`src/rtl/core/lzwbp_pkg.sv`:
```
// package for the lzw code bit packer
// shared constants and the queue entry type, no dependencies
package lzwbp_pkg;

   localparam int MAX_CODE_BITS = 16;
   localparam int VALUE_BITS    = 16;
   localparam int MIN_CODE_BITS = 9;
   localparam int BYTE_BITS     = 8;
   localparam int LEFT_BITS     = BYTE_BITS - 1;
   localparam int WIDTH_BITS    = 5;
   localparam int ACC_BITS      = LEFT_BITS + VALUE_BITS;
   localparam int CODE_BITS_LIM = (MAX_CODE_BITS < VALUE_BITS) ? MAX_CODE_BITS : VALUE_BITS;
   localparam int QUEUE_DEPTH   = 2;

   typedef struct packed {
      logic [BYTE_BITS-1:0] byte0;
      logic [BYTE_BITS-1:0] byte1;
      logic                 two;
   } pkt_type;

   typedef struct packed {
      logic    valid;
      pkt_type pkt;
   } head_type;

endpackage

```
`src/rtl/core/lzwbp_front.sv`:
```
// front part: takes codes, joins them to the leftover bits and forms the bytes
// depends on lzwbp_pkg
module lzwbp_front import lzwbp_pkg::*; (
   input  logic                  clock,
   input  logic                  reset,
   input  logic                  req_valid,
   output logic                  req_stall,
   input  logic [VALUE_BITS-1:0] req_code_value,
   input  logic [WIDTH_BITS-1:0] req_code_width,
   input  logic                  csr_valid,
   output logic                  csr_ready,
   input  logic                  csr_msb_first,
   input  logic                  q_full,
   output logic                  q_push,
   output pkt_type               q_pkt
);

   logic                  msb_first_ff, msb_first_in;
   logic [LEFT_BITS-1:0]  left_bits_ff, left_bits_in;
   logic [2:0]            left_cnt_ff, left_cnt_in;
   logic [WIDTH_BITS-1:0] width_eff;
   logic [VALUE_BITS-1:0] code;
   logic [WIDTH_BITS-1:0] total;
   logic [WIDTH_BITS-1:0] sh1;
   logic [WIDTH_BITS-1:0] sh2;
   logic [2:0]            new_cnt;
   logic [LEFT_BITS-1:0]  new_mask;
   logic                  two;
   logic [ACC_BITS-1:0]   acc;
   logic [ACC_BITS-1:0]   acc_hi;
   logic [ACC_BITS-1:0]   acc_lo;

   assign csr_ready = 1'b1;
   assign req_stall = q_full;
   assign q_push    = req_valid && !q_full;

   always_comb begin
      if (req_code_width < WIDTH_BITS'(MIN_CODE_BITS)) begin
         width_eff = WIDTH_BITS'(MIN_CODE_BITS);
      end else if (req_code_width > WIDTH_BITS'(CODE_BITS_LIM)) begin
         width_eff = WIDTH_BITS'(CODE_BITS_LIM);
      end else begin
         width_eff = req_code_width;
      end
      code     = req_code_value & ~({VALUE_BITS{1'b1}} << width_eff);
      total    = {2'b00, left_cnt_ff} + width_eff;
      two      = total[4];
      new_cnt  = total[2:0];
      new_mask = ~({LEFT_BITS{1'b1}} << new_cnt);
      sh1      = total - WIDTH_BITS'(BYTE_BITS);
      sh2      = total - WIDTH_BITS'(2 * BYTE_BITS);
      if (msb_first_ff) begin
         acc    = ({{VALUE_BITS{1'b0}}, left_bits_ff} << width_eff)
                  | {{LEFT_BITS{1'b0}}, code};
         acc_hi = acc >> sh1;
         acc_lo = acc >> sh2;
         q_pkt.byte0  = acc_hi[BYTE_BITS-1:0];
         q_pkt.byte1  = acc_lo[BYTE_BITS-1:0];
         left_bits_in = acc[LEFT_BITS-1:0] & new_mask;
      end else begin
         acc    = {{VALUE_BITS{1'b0}}, left_bits_ff}
                  | ({{LEFT_BITS{1'b0}}, code} << left_cnt_ff);
         acc_hi = acc;
         acc_lo = acc;
         q_pkt.byte0  = acc_hi[BYTE_BITS-1:0];
         q_pkt.byte1  = acc_lo[2*BYTE_BITS-1:BYTE_BITS];
         left_bits_in = (two ? acc[2*BYTE_BITS+LEFT_BITS-1:2*BYTE_BITS]
                             : acc[BYTE_BITS+LEFT_BITS-1:BYTE_BITS]) & new_mask;
      end
      q_pkt.two    = two;
      left_cnt_in  = new_cnt;
      msb_first_in = (csr_valid && csr_ready) ? csr_msb_first : msb_first_ff;
   end

   always_ff @(posedge clock) begin
      if (reset) begin
         msb_first_ff <= 1'b0;
         left_bits_ff <= '0;
         left_cnt_ff  <= '0;
      end else begin
         msb_first_ff <= msb_first_in;
         if (q_push) begin
            left_bits_ff <= left_bits_in;
            left_cnt_ff  <= left_cnt_in;
         end
      end
   end

endmodule

```
`src/rtl/core/lzwbp_queue.sv`:
```
// two-entry queue between the front and back parts
// depends on lzwbp_pkg
module lzwbp_queue import lzwbp_pkg::*; (
   input  logic     clock,
   input  logic     reset,
   input  logic     push,
   input  pkt_type  push_pkt,
   output logic     full,
   input  logic     pop,
   output head_type head
);

   pkt_type    mem_ff [QUEUE_DEPTH];
   logic       wr_ptr_ff, wr_ptr_in;
   logic       rd_ptr_ff, rd_ptr_in;
   logic [1:0] count_ff, count_in;

   always_comb begin
      full      = (count_ff == 2'(QUEUE_DEPTH));
      head.valid = (count_ff != 2'd0);
      head.pkt   = mem_ff[rd_ptr_ff];
      wr_ptr_in = push ? !wr_ptr_ff : wr_ptr_ff;
      rd_ptr_in = pop ? !rd_ptr_ff : rd_ptr_ff;
      count_in  = count_ff + {1'b0, push} - {1'b0, pop};
   end

   always_ff @(posedge clock) begin
      if (push) begin
         mem_ff[wr_ptr_ff] <= push_pkt;
      end
   end

   always_ff @(posedge clock) begin
      if (reset) begin
         wr_ptr_ff <= 1'b0;
         rd_ptr_ff <= 1'b0;
         count_ff  <= '0;
      end else begin
         wr_ptr_ff <= wr_ptr_in;
         rd_ptr_ff <= rd_ptr_in;
         count_ff  <= count_in;
      end
   end

`ifndef SYNTHESIS
   a_no_overflow: assert property (@(posedge clock) disable iff (reset)
      push |-> !full || pop)
      else $error("queue push while full");
   a_no_underflow: assert property (@(posedge clock) disable iff (reset)
      pop |-> head.valid)
      else $error("queue pop while empty");
   a_count_range: assert property (@(posedge clock) disable iff (reset)
      count_ff <= 2'(QUEUE_DEPTH))
      else $error("queue count out of range");
`endif

endmodule

```
`src/rtl/core/lzwbp_back.sv`:
```
// back part: sends the one or two bytes of each queued code through the output register
// depends on lzwbp_pkg
module lzwbp_back import lzwbp_pkg::*; (
   input  logic                 clock,
   input  logic                 reset,
   input  head_type             head,
   output logic                 pop,
   output logic                 rsp_valid,
   input  logic                 rsp_stall,
   output logic [BYTE_BITS-1:0] rsp_out_byte,
   output logic                 rsp_last_byte
);

   logic                 phase_ff, phase_in;
   logic                 valid_ff, valid_in;
   logic [BYTE_BITS-1:0] byte_ff, byte_in;
   logic                 last_ff, last_in;
   logic                 out_free;
   logic                 load;
   logic                 is_last;

   always_comb begin
      out_free = !valid_ff || !rsp_stall;
      load     = head.valid && out_free;
      is_last  = phase_ff || !head.pkt.two;
      pop      = load && is_last;
      byte_in  = phase_ff ? head.pkt.byte1 : head.pkt.byte0;
      last_in  = is_last;
      phase_in = load ? !is_last : phase_ff;
      valid_in = load ? 1'b1 : (out_free ? 1'b0 : valid_ff);
   end

   always_ff @(posedge clock) begin
      if (reset) begin
         phase_ff <= 1'b0;
         valid_ff <= 1'b0;
      end else begin
         phase_ff <= phase_in;
         valid_ff <= valid_in;
      end
   end

   always_ff @(posedge clock) begin
      if (load) begin
         byte_ff <= byte_in;
         last_ff <= last_in;
      end
   end

   assign rsp_valid     = valid_ff;
   assign rsp_out_byte  = byte_ff;
   assign rsp_last_byte = last_ff;

`ifndef SYNTHESIS
   a_phase_two: assert property (@(posedge clock) disable iff (reset)
      phase_ff |-> head.valid && head.pkt.two)
      else $error("second byte pending without a two-byte entry");
   a_second_last: assert property (@(posedge clock) disable iff (reset)
      (phase_ff && out_free) |=> valid_ff && last_ff)
      else $error("second byte not marked last");
   a_first_of_two: assert property (@(posedge clock) disable iff (reset)
      (load && !phase_ff && head.pkt.two) |=> phase_ff && !last_ff)
      else $error("first of two bytes marked last");
`endif

endmodule

```
`src/rtl/core/lzw_code_bit_packer.sv`:
```
// lzw code bit packer top level: front, queue and back parts
// depends on lzwbp_pkg, lzwbp_front, lzwbp_queue, lzwbp_back
// path: the first byte of a code is registered in a queue entry and then in the output register before it shows on rsp
// throughput: one code per cycle for one-byte codes while rsp does not stall;
//    the output register sends one byte per cycle, so a two-byte code holds it for both bytes
// reset: synchronous, clears bit order to lsb first, leftover bits and queue
module lzw_code_bit_packer import lzwbp_pkg::*; (
   input  logic                  clock,
   input  logic                  reset,
   input  logic                  req_valid,
   output logic                  req_stall,
   input  logic [VALUE_BITS-1:0] req_code_value,
   input  logic [WIDTH_BITS-1:0] req_code_width,
   output logic                  rsp_valid,
   input  logic                  rsp_stall,
   output logic [BYTE_BITS-1:0]  rsp_out_byte,
   output logic                  rsp_last_byte,
   input  logic                  csr_valid,
   output logic                  csr_ready,
   input  logic                  csr_msb_first
);

   logic     q_full;
   logic     q_push;
   logic     q_pop;
   pkt_type  q_pkt;
   head_type q_head;

   lzwbp_front u_front (
      .clock          (clock),
      .reset          (reset),
      .req_valid      (req_valid),
      .req_stall      (req_stall),
      .req_code_value (req_code_value),
      .req_code_width (req_code_width),
      .csr_valid      (csr_valid),
      .csr_ready      (csr_ready),
      .csr_msb_first  (csr_msb_first),
      .q_full         (q_full),
      .q_push         (q_push),
      .q_pkt          (q_pkt)
   );

   lzwbp_queue u_queue (
      .clock    (clock),
      .reset    (reset),
      .push     (q_push),
      .push_pkt (q_pkt),
      .full     (q_full),
      .pop      (q_pop),
      .head     (q_head)
   );

   lzwbp_back u_back (
      .clock         (clock),
      .reset         (reset),
      .head          (q_head),
      .pop           (q_pop),
      .rsp_valid     (rsp_valid),
      .rsp_stall     (rsp_stall),
      .rsp_out_byte  (rsp_out_byte),
      .rsp_last_byte (rsp_last_byte)
   );

endmodule

```
`config.mk`:
```
export PLATFORM = sky130hd
export DESIGN_NAME = lzw_code_bit_packer
export DESIGN_NICKNAME = d
export VERILOG_FILES = /design/src/rtl/core/lzwbp_pkg.sv /design/src/rtl/core/lzwbp_front.sv /design/src/rtl/core/lzwbp_queue.sv /design/src/rtl/core/lzwbp_back.sv /design/src/rtl/core/lzw_code_bit_packer.sv
export SDC_FILE = /design/constraint.sdc
export NUM_CORES = 1
export LEC_CHECK = 0
export ABC_CLOCK_PERIOD_IN_PS = 8600
export BUFFER_PORTS_ARGS = -buffer_cell sky130_fd_sc_hd__buf_2
export CORE_ASPECT_RATIO = 0.7
export CORE_UTILIZATION = 50
export CTS_BUF_LIST = sky130_fd_sc_hd__clkbuf_8
export CTS_CLUSTER_SIZE = 16
export DETAILED_ROUTE_END_ITERATION = 10
export HOLD_SLACK_MARGIN = 0.06
export PLACE_DENSITY = 0.66
export SLEW_MARGIN = 10
export SYNTH_ARGS = -nofsm -noshare
export SYNTH_HDL_FRONTEND = slang
export SYNTH_HIERARCHICAL = 1
export SYNTH_SLANG_ARGS = --single-unit
```
`constraint.sdc`:
```
create_clock -name clock -period 8.6 [get_ports clock]
set_input_delay 0.86 -clock clock [delete_from_list [all_inputs] [get_ports clock]]
set_output_delay 0.86 -clock clock [all_outputs]
set_load 0.02 [all_outputs]
```
==> flow_summary.toml, run 1 <==
[hold_path]
hold_class = "flop to flop"
hold_depth = 2

[detailed_routing]
vias = 5085
drtIter0Drc = 720
wire_per_inst_um = 22.36
detail_route.first_pass.iterations = 6
post-route-drc-count = 0
ant_nets = 0
via_per_inst = 6.890
wirelength_um = 16500

[clock_network]
cts.repair_timing.setup_buffer_count = 0
path_clk_slew_ns = 0.07
cts_max_level = 3
ctsHoldBuffers = 0
insertion_delay_ns = 0.33
clk_path_buf_depth = 2
cts_tree = "done"
numCtsBuffers = 9
cts_root_buffer = "clkbuf_8"
ctsResizeCount = 0
clock_sinks = 61

[grt]
grt_max_degree = 41
antenna_found_initial = 0
grt-ovfl-total = 0
grt_pass1_wl_um = 25510
grt_pass1_vias = 4506
track_usage_pct = 30.25

[cells_and_area]
final_nets = 634
stdcell_area_um2 = 5728
fin_cells = 738
syn_to_final_growth_pct = 6.813
layout_common_cells = "nand2_1, a21oi_1, edfxtp_1, buf_2, nor2_1"
layout_commonest_cell = "nand2_1"
antenna_cells = 0
fill_cells = 949
drive_above_1_share_pct = 19.47

[synth]
ys_ff_latch = 61
syn_inst = 597
ys_seq_area_share_pct = 30.80
async_flop_share_pct = 0
yosys.area.top_type_share_pct = 24.08
synth.avg_cell_area_um2 = 8.983
synth_cell_types = 80
synth.area.top_cells = "edfxtp_1, dfxtp_1, mux4_2"
synth_edf_count = 43
synth_nets = 630
synth_area_um2 = 5363
yosys_warnings = 6
synthFlopType = "edfxtp_1"
yosys.area.top_type = "edfxtp_1"

[outcome]
run_status = "finished with violations"
violations = "capacitance limit, slew limit"

[sta]
min_period_over_period_pct = 55.40
tightest_slew_ns = 1.465
slew_viol_final = 1
final.setup.tns_ns = 0
fmax_ghz = 0.2099
rsz0062_at_grt = "false"
setup_viol = 0
clock_skew_ns = 0.005897
relSlewSlack_pct = -0.2181
hold_viol_final = 0
period_needed_ns = 4.765
holdWs_ns = 0.5232

[power]
p_sw_share_pct = 38.29
p_seq_share_pct = 36.2
power.internal_w = 0.0007676
power.density_nw_per_um2 = 217.2
p_clk_share_pct = 19.7
total_power_w = 0.001244
p_leak_nw = 2.143
ir_worst_vdd_mv = 0.1304
switchingPower_w = 0.0004763
combPwrFrac_pct = 44.1

[floorplan]
fp.dieW_um = 125.8
pin_count = 39
start_util_pct = 51.59
core_area_um2 = 10400
die_y_um = 88.65
placementRows = 31
die_area_um2 = 11150

[setup_path]
endpoint_kind = "flop"
crit_cells = 13
cp.required_ns = 8.68
crit_path_top_delay_cell = "clkinv_1"
worst_setup_path_start_kind = "input port"
path_max_fanout = 35
crit_family = "buffers and inverters"
crit_buf_inv = 5
path_class = "input port to flop"
path_cells = "buf_2 > inv_1 > o21ai_2 > inv_1 > ha_1 > buf_4 > clkinv_1 > a2111o_1 > o211ai_1 > o311ai_0 > o211ai_1 > o221ai_1 > o21a_1"
reg2regPathDepth = 8
max_stage_delay_ns = 0.68
cp.arrival_ns = 4.85

[placement]
gp_congestion = 1.010
place_area_um2 = 5537
dp_hpwl_um = 12170
port_buffers = 37
placed_cells = 722

[flow_run]
cap_violations = 1
==> metrics by stage <==
stage | setup slack, ns | utilization [%]
after floorplan | 4.701 | -
after global placement | 3.653 | 53.26
after detailed placement | 3.652 | 53.26
after CTS | 4.020 | 55.10
after global routing | 3.619 | 55.10
final | 3.835 | 55.10
==> registers in the layout, summed over array words and instances, names as in the netlist, named ones only <==
signal	count
u_back/rsp_out_byte	8
u_queue/count_ff	2
u_back/rsp_valid	1
u_front/left_bits_ff	7
u_front/msb_first_ff	1
u_queue/wr_ptr_ff	1
u_queue/rd_ptr_ff	1
u_queue/mem_ff	34
u_back/phase_ff	1
u_back/rsp_last_byte	1
u_front/left_cnt_ff	3
==> area by class of cell <==
| cell class | count | area (um^2) | share of cell area (%) |
|---|---|---|---|
| Clock buffer | 10 | 137.6 | 2.403 |
| Clock inverter | 6 | 53.80 | 0.9393 |
| Inverter | 20 | 75.07 | 1.311 |
| Multi-Input combinational cell | 462 | 3385 | 59.09 |
| Sequential cell | 61 | 1652 | 28.83 |
| Tap cell | 132 | 165.2 | 2.883 |
| Timing Repair Buffer | 47 | 260.3 | 4.543 |
==> power groups by stage <==
stage / clock network [W] / registers, W / logic, W
6_report: 0.000245 / 0.000450 / 0.000549
5_1_grt: 0.000264 / 0.000458 / 0.000589
3_5_place_dp: 0 / 0.000456 / 0.000535
2_1_floorplan: 0 / 0.000454 / 0.000408
4_1_cts: 0.000253 / 0.000451 / 0.000539
3_3_place_gp: 0 / 0.000454 / 0.000530
==> metal layers <==
metal  up-vias  routed length, um  track usage (%)
met5         -                  0                0
met4         0                282            7.558
met3        41               2493            12.03
met2       361               6484            41.92
met1      2378               7241            43.42
li1       2305                  -                -
==> worst register-to-register path, cell delays in order, from the launching register on <==
cell	delay, ns
dfxtp_1	0.51
and3_1	0.28
a2111oi_0	1.22
a211oi_1	0.20
o22ai_1	0.38
o32ai_1	0.17
a211oi_2	0.29
o22ai_1	0.12
o21bai_1	0.18
==> worst paths after layout <==
path	end	slack [ns]	startpoint
max	u_queue/mem_ff[1][4]$_DFFE_PP_	3.84	req_code_width[4]
min	flop	0.52	u_queue/rd_ptr_ff$_SDFFE_PP0P_
max reg2reg	u_queue/mem_ff[1][6]$_DFFE_PP_	4.97	u_front/left_bits_ff[2]$_SDFFE_PP0P_
min reg2reg	flop	0.52	u_queue/rd_ptr_ff$_SDFFE_PP0P_
==> cells by family (layout without fill, tap and decap cells) <==
logic type | count (synthesis) | after routing | synth area share [%]
adder cells (fa/ha/maj) | 6 | 6 | 1.540
AND/OR/NAND/NOR | 178 | 178 | 16.12
buffers and inverters | 74 | 83 | 6.229
AO/OA/AOI/OAI | 201 | 201 | 26.67
flip-flops | 61 | 61 | 30.80
other | 1 | 1 | 0.06993
XOR/XNOR | 6 | 6 | 1.237
multiplexers | 70 | 70 | 17.34
==> synth_stat cells, types with 5 or more instances <==
| master | instances |
|---|---|
| edfxtp_1 | 43 |
| and2_1 | 9 |
| nand2b_1 | 6 |
| dfxtp_1 | 18 |
| mux2i_1 | 25 |
| nor3_1 | 10 |
| o211ai_1 | 10 |
| nand3_1 | 18 |
| o31ai_1 | 6 |
| a211o_1 | 6 |
| nor2_1 | 36 |
| o21a_1 | 5 |
| and3_1 | 6 |
| buf_2 | 8 |
| mux2_1 | 8 |
| a211oi_1 | 20 |
| ha_1 | 5 |
| buf_4 | 6 |
| nor2b_1 | 5 |
| a31oi_1 | 9 |
| nand2_1 | 65 |
| mux2_2 | 15 |
| mux4_2 | 12 |
| o21ai_0 | 30 |
| mux2_4 | 10 |
| clkbuf_1 | 34 |
| a21oi_1 | 45 |
| inv_1 | 16 |
| a2111oi_0 | 8 |
(Power assumes the default switching activity.)
==> run 2: changes to the inputs <==
- ABC_CLOCK_PERIOD_IN_PS: 8600 -> 4450
- clock period: 8.6 -> 4.45 ns (I/O delays scaled with it)
==> flow_summary.toml, run 2 (synthesized netlist as in run 1, its figures left out) <==
[sta]
relSlewSlack_pct = 12.07
period_needed_ns = 3.709
clock_skew_ns = 0.007872
final.setup.tns_ns = 0
slew_viol_final = 0
setup_ws_ns = 0.7409
setup_viol = 0
hold_viol_final = 0
rsz0062_at_grt = "false"
tightest_slew_ns = 1.286
fmax_ghz = 0.2696
min_period_over_period_pct = 83.35

[cells_and_area]
drive_above_1_share_pct = 20.13
multi_input_area_um2 = 3385
largest_reg_flops = 34
fin_cells = 743
layout_common_cells = "nand2_1, a21oi_1, edfxtp_1, buf_2, nor2_1"
seqCellArea_um2 = 1652
fill_cells = 939
final_nets = 640
antenna_cells = 0
syn_to_final_growth_pct = 8.306
layout_commonest_cell = "nand2_1"
top_register = "u_queue/mem_ff"

[setup_path]
crit_family = "compound AO/OA/AOI/OAI gates"
endpoint_kind = "flop"
path_max_fanout = 39
crit_path_top_delay_cell = "fa_1"
max_stage_delay_ns = 0.51
crit_buf_inv = 3
path_cells = "buf_2 > o21ai_1 > o21ai_2 > inv_1 > ha_1 > fa_1 > buf_4 > nand2_1 > o32a_1 > o31ai_1 > nand2_1 > a41oi_1"
path_class = "input port to flop"
r2r_setup_slack_ns = 1.22
cp.arrival_ns = 3.81
cp.required_ns = 4.55
reg2reg_to = "u_queue/mem_ff[0][6]$_DFFE_PP_"
path_common_cell = "nand2_1"
r2r-start = "u_front/left_bits_ff[2]$_SDFFE_PP0P_"
reg2regPathDepth = 8
worst_setup_path_start_kind = "input port"

[detailed_routing]
wirelength_um = 17200
detail_route.first_pass.iterations = 5
drtIter0Drc = 767
ant_nets = 0
via_per_inst = 6.781
post-route-drc-count = 0
vias = 5038
wire_per_inst_um = 23.14

[power]
p_sw_share_pct = 37.12
p_seq_share_pct = 33.3
power.internal_w = 0.001588
p_clk_share_pct = 22.3
ir_worst_vdd_mv = 0.3311
switchingPower_w = 0.0009375
p_leak_nw = 2.177
power.density_nw_per_um2 = 434.8
combPwrFrac_pct = 44.3

[clock_network]
clk_path_buf_depth = 2
cts_root_buffer = "clkbuf_8"
cts.repair_timing.setup_buffer_count = 0
numCtsBuffers = 9
insertion_delay_ns = 0.33
ctsResizeCount = 0
path_clk_slew_ns = 0.06
clock_sinks = 61
ctsHoldBuffers = 0
cts_max_level = 3
cts_tree = "done"

[grt]
grt_pass1_vias = 4419
grt-ovfl-total = 0
grt_pass1_wl_um = 26020
antenna_found_initial = 0
grt_max_degree = 40
track_usage_pct = 31.48

[placement]
gp_congestion = 0.9828
post-place-ws_ns = 0.5398
placed_cells = 728
port_buffers = 37
dp_hpwl_um = 13090

[outcome]
run_status = "finished, final reports clean"

[hold_path]
hold_depth = 3
hold_class = "input port to flop"
whs_endpoint = "u_front/msb_first_ff$_SDFFE_PP0P_"
min-delay-start = "csr_msb_first"

[floorplan]
die_y_um = 88.65
die_area_um2 = 11150
core_area_um2 = 10400
pin_count = 39
fp.dieW_um = 125.8
placementRows = 31
start_util_pct = 51.59

[flow_run]
cap_violations = 0
-- run 2: power by group through the flow --
stage	combinational, W	clock, W	sequential, W
floorplan	0.000789	0	0.000878
global placement	0.00108	0	0.000847
detailed placement	0.00110	0	0.000853
CTS	0.00110	0.000578	0.000842
global route	0.00120	0.000605	0.000852
finish	0.00112	0.000564	0.000842
-- run 2: worst max path at each step --
stage / start / end / slack (ns) / cells past startpoint
after floorplan: req_code_width[3] / u_queue/mem_ff[0][6]$_DFFE_PP_ / 0.97 / 13
final: req_code_width[1] / u_queue/mem_ff[1][10]$_DFFE_PP_ / 0.74 / 12
after global routing: req_code_width[1] / u_queue/mem_ff[1][12]$_DFFE_PP_ / 0.49 / 14
after global placement: req_code_width[1] / u_queue/mem_ff[0][4]$_DFFE_PP_ / 0.62 / 13
after CTS: req_code_width[1] / u_queue/mem_ff[1][10]$_DFFE_PP_ / 0.90 / 12
after detailed placement: req_code_width[1] / u_queue/mem_ff[0][10]$_DFFE_PP_ / 0.54 / 12
-- run 2: worst reg2reg max path, stage by stage, from the launching register on --
cell	delay [ns]
dfxtp_1	0.48
and3_1	0.25
a2111oi_0	0.80
a211oi_1	0.21
o22ai_1	0.34
o32ai_1	0.17
a211oi_2	0.38
o22ai_1	0.17
o21bai_1	0.19
-- run 2: stage by stage --
step | cell area, um^2 | power, W | utilization, % | hold WS (ns)
6_report | 5808 | 0.002526 | 55.87 | 0.3631
5_1_grt | 5808 | 0.002662 | 55.87 | 0.3540
4_1_cts | 5808 | 0.002522 | 55.87 | 0.3496
3_5_place_dp | 5582 | 0.001951 | 53.70 | 0.5181
3_3_place_gp | 5582 | 0.001932 | 53.70 | 0.4916
2_1_floorplan | 5363 | 0.001667 | - | 0.4812
-- run 2: cell type report --
cell class              instances  share of cell area (%)
repair buffers                 53                   5.256
clock buffers                   9                   2.133
flip-flops and latches         61                   28.44
multi-input cells             462                   58.27
inverters                      20                   1.293
clock inverters                 6                   1.766
well taps                     132                   2.844
-- run 2: routing by layer --
layer	up-vias	GRT usage (%)	share of wire [%]	wire length, um
met4	0	5.915	1.3	215
met5	-	0	0	0
met2	296	43.33	40	6872
li1	2314	-	-	-
met1	2407	47.71	46	7986
met3	21	9.855	12	2120
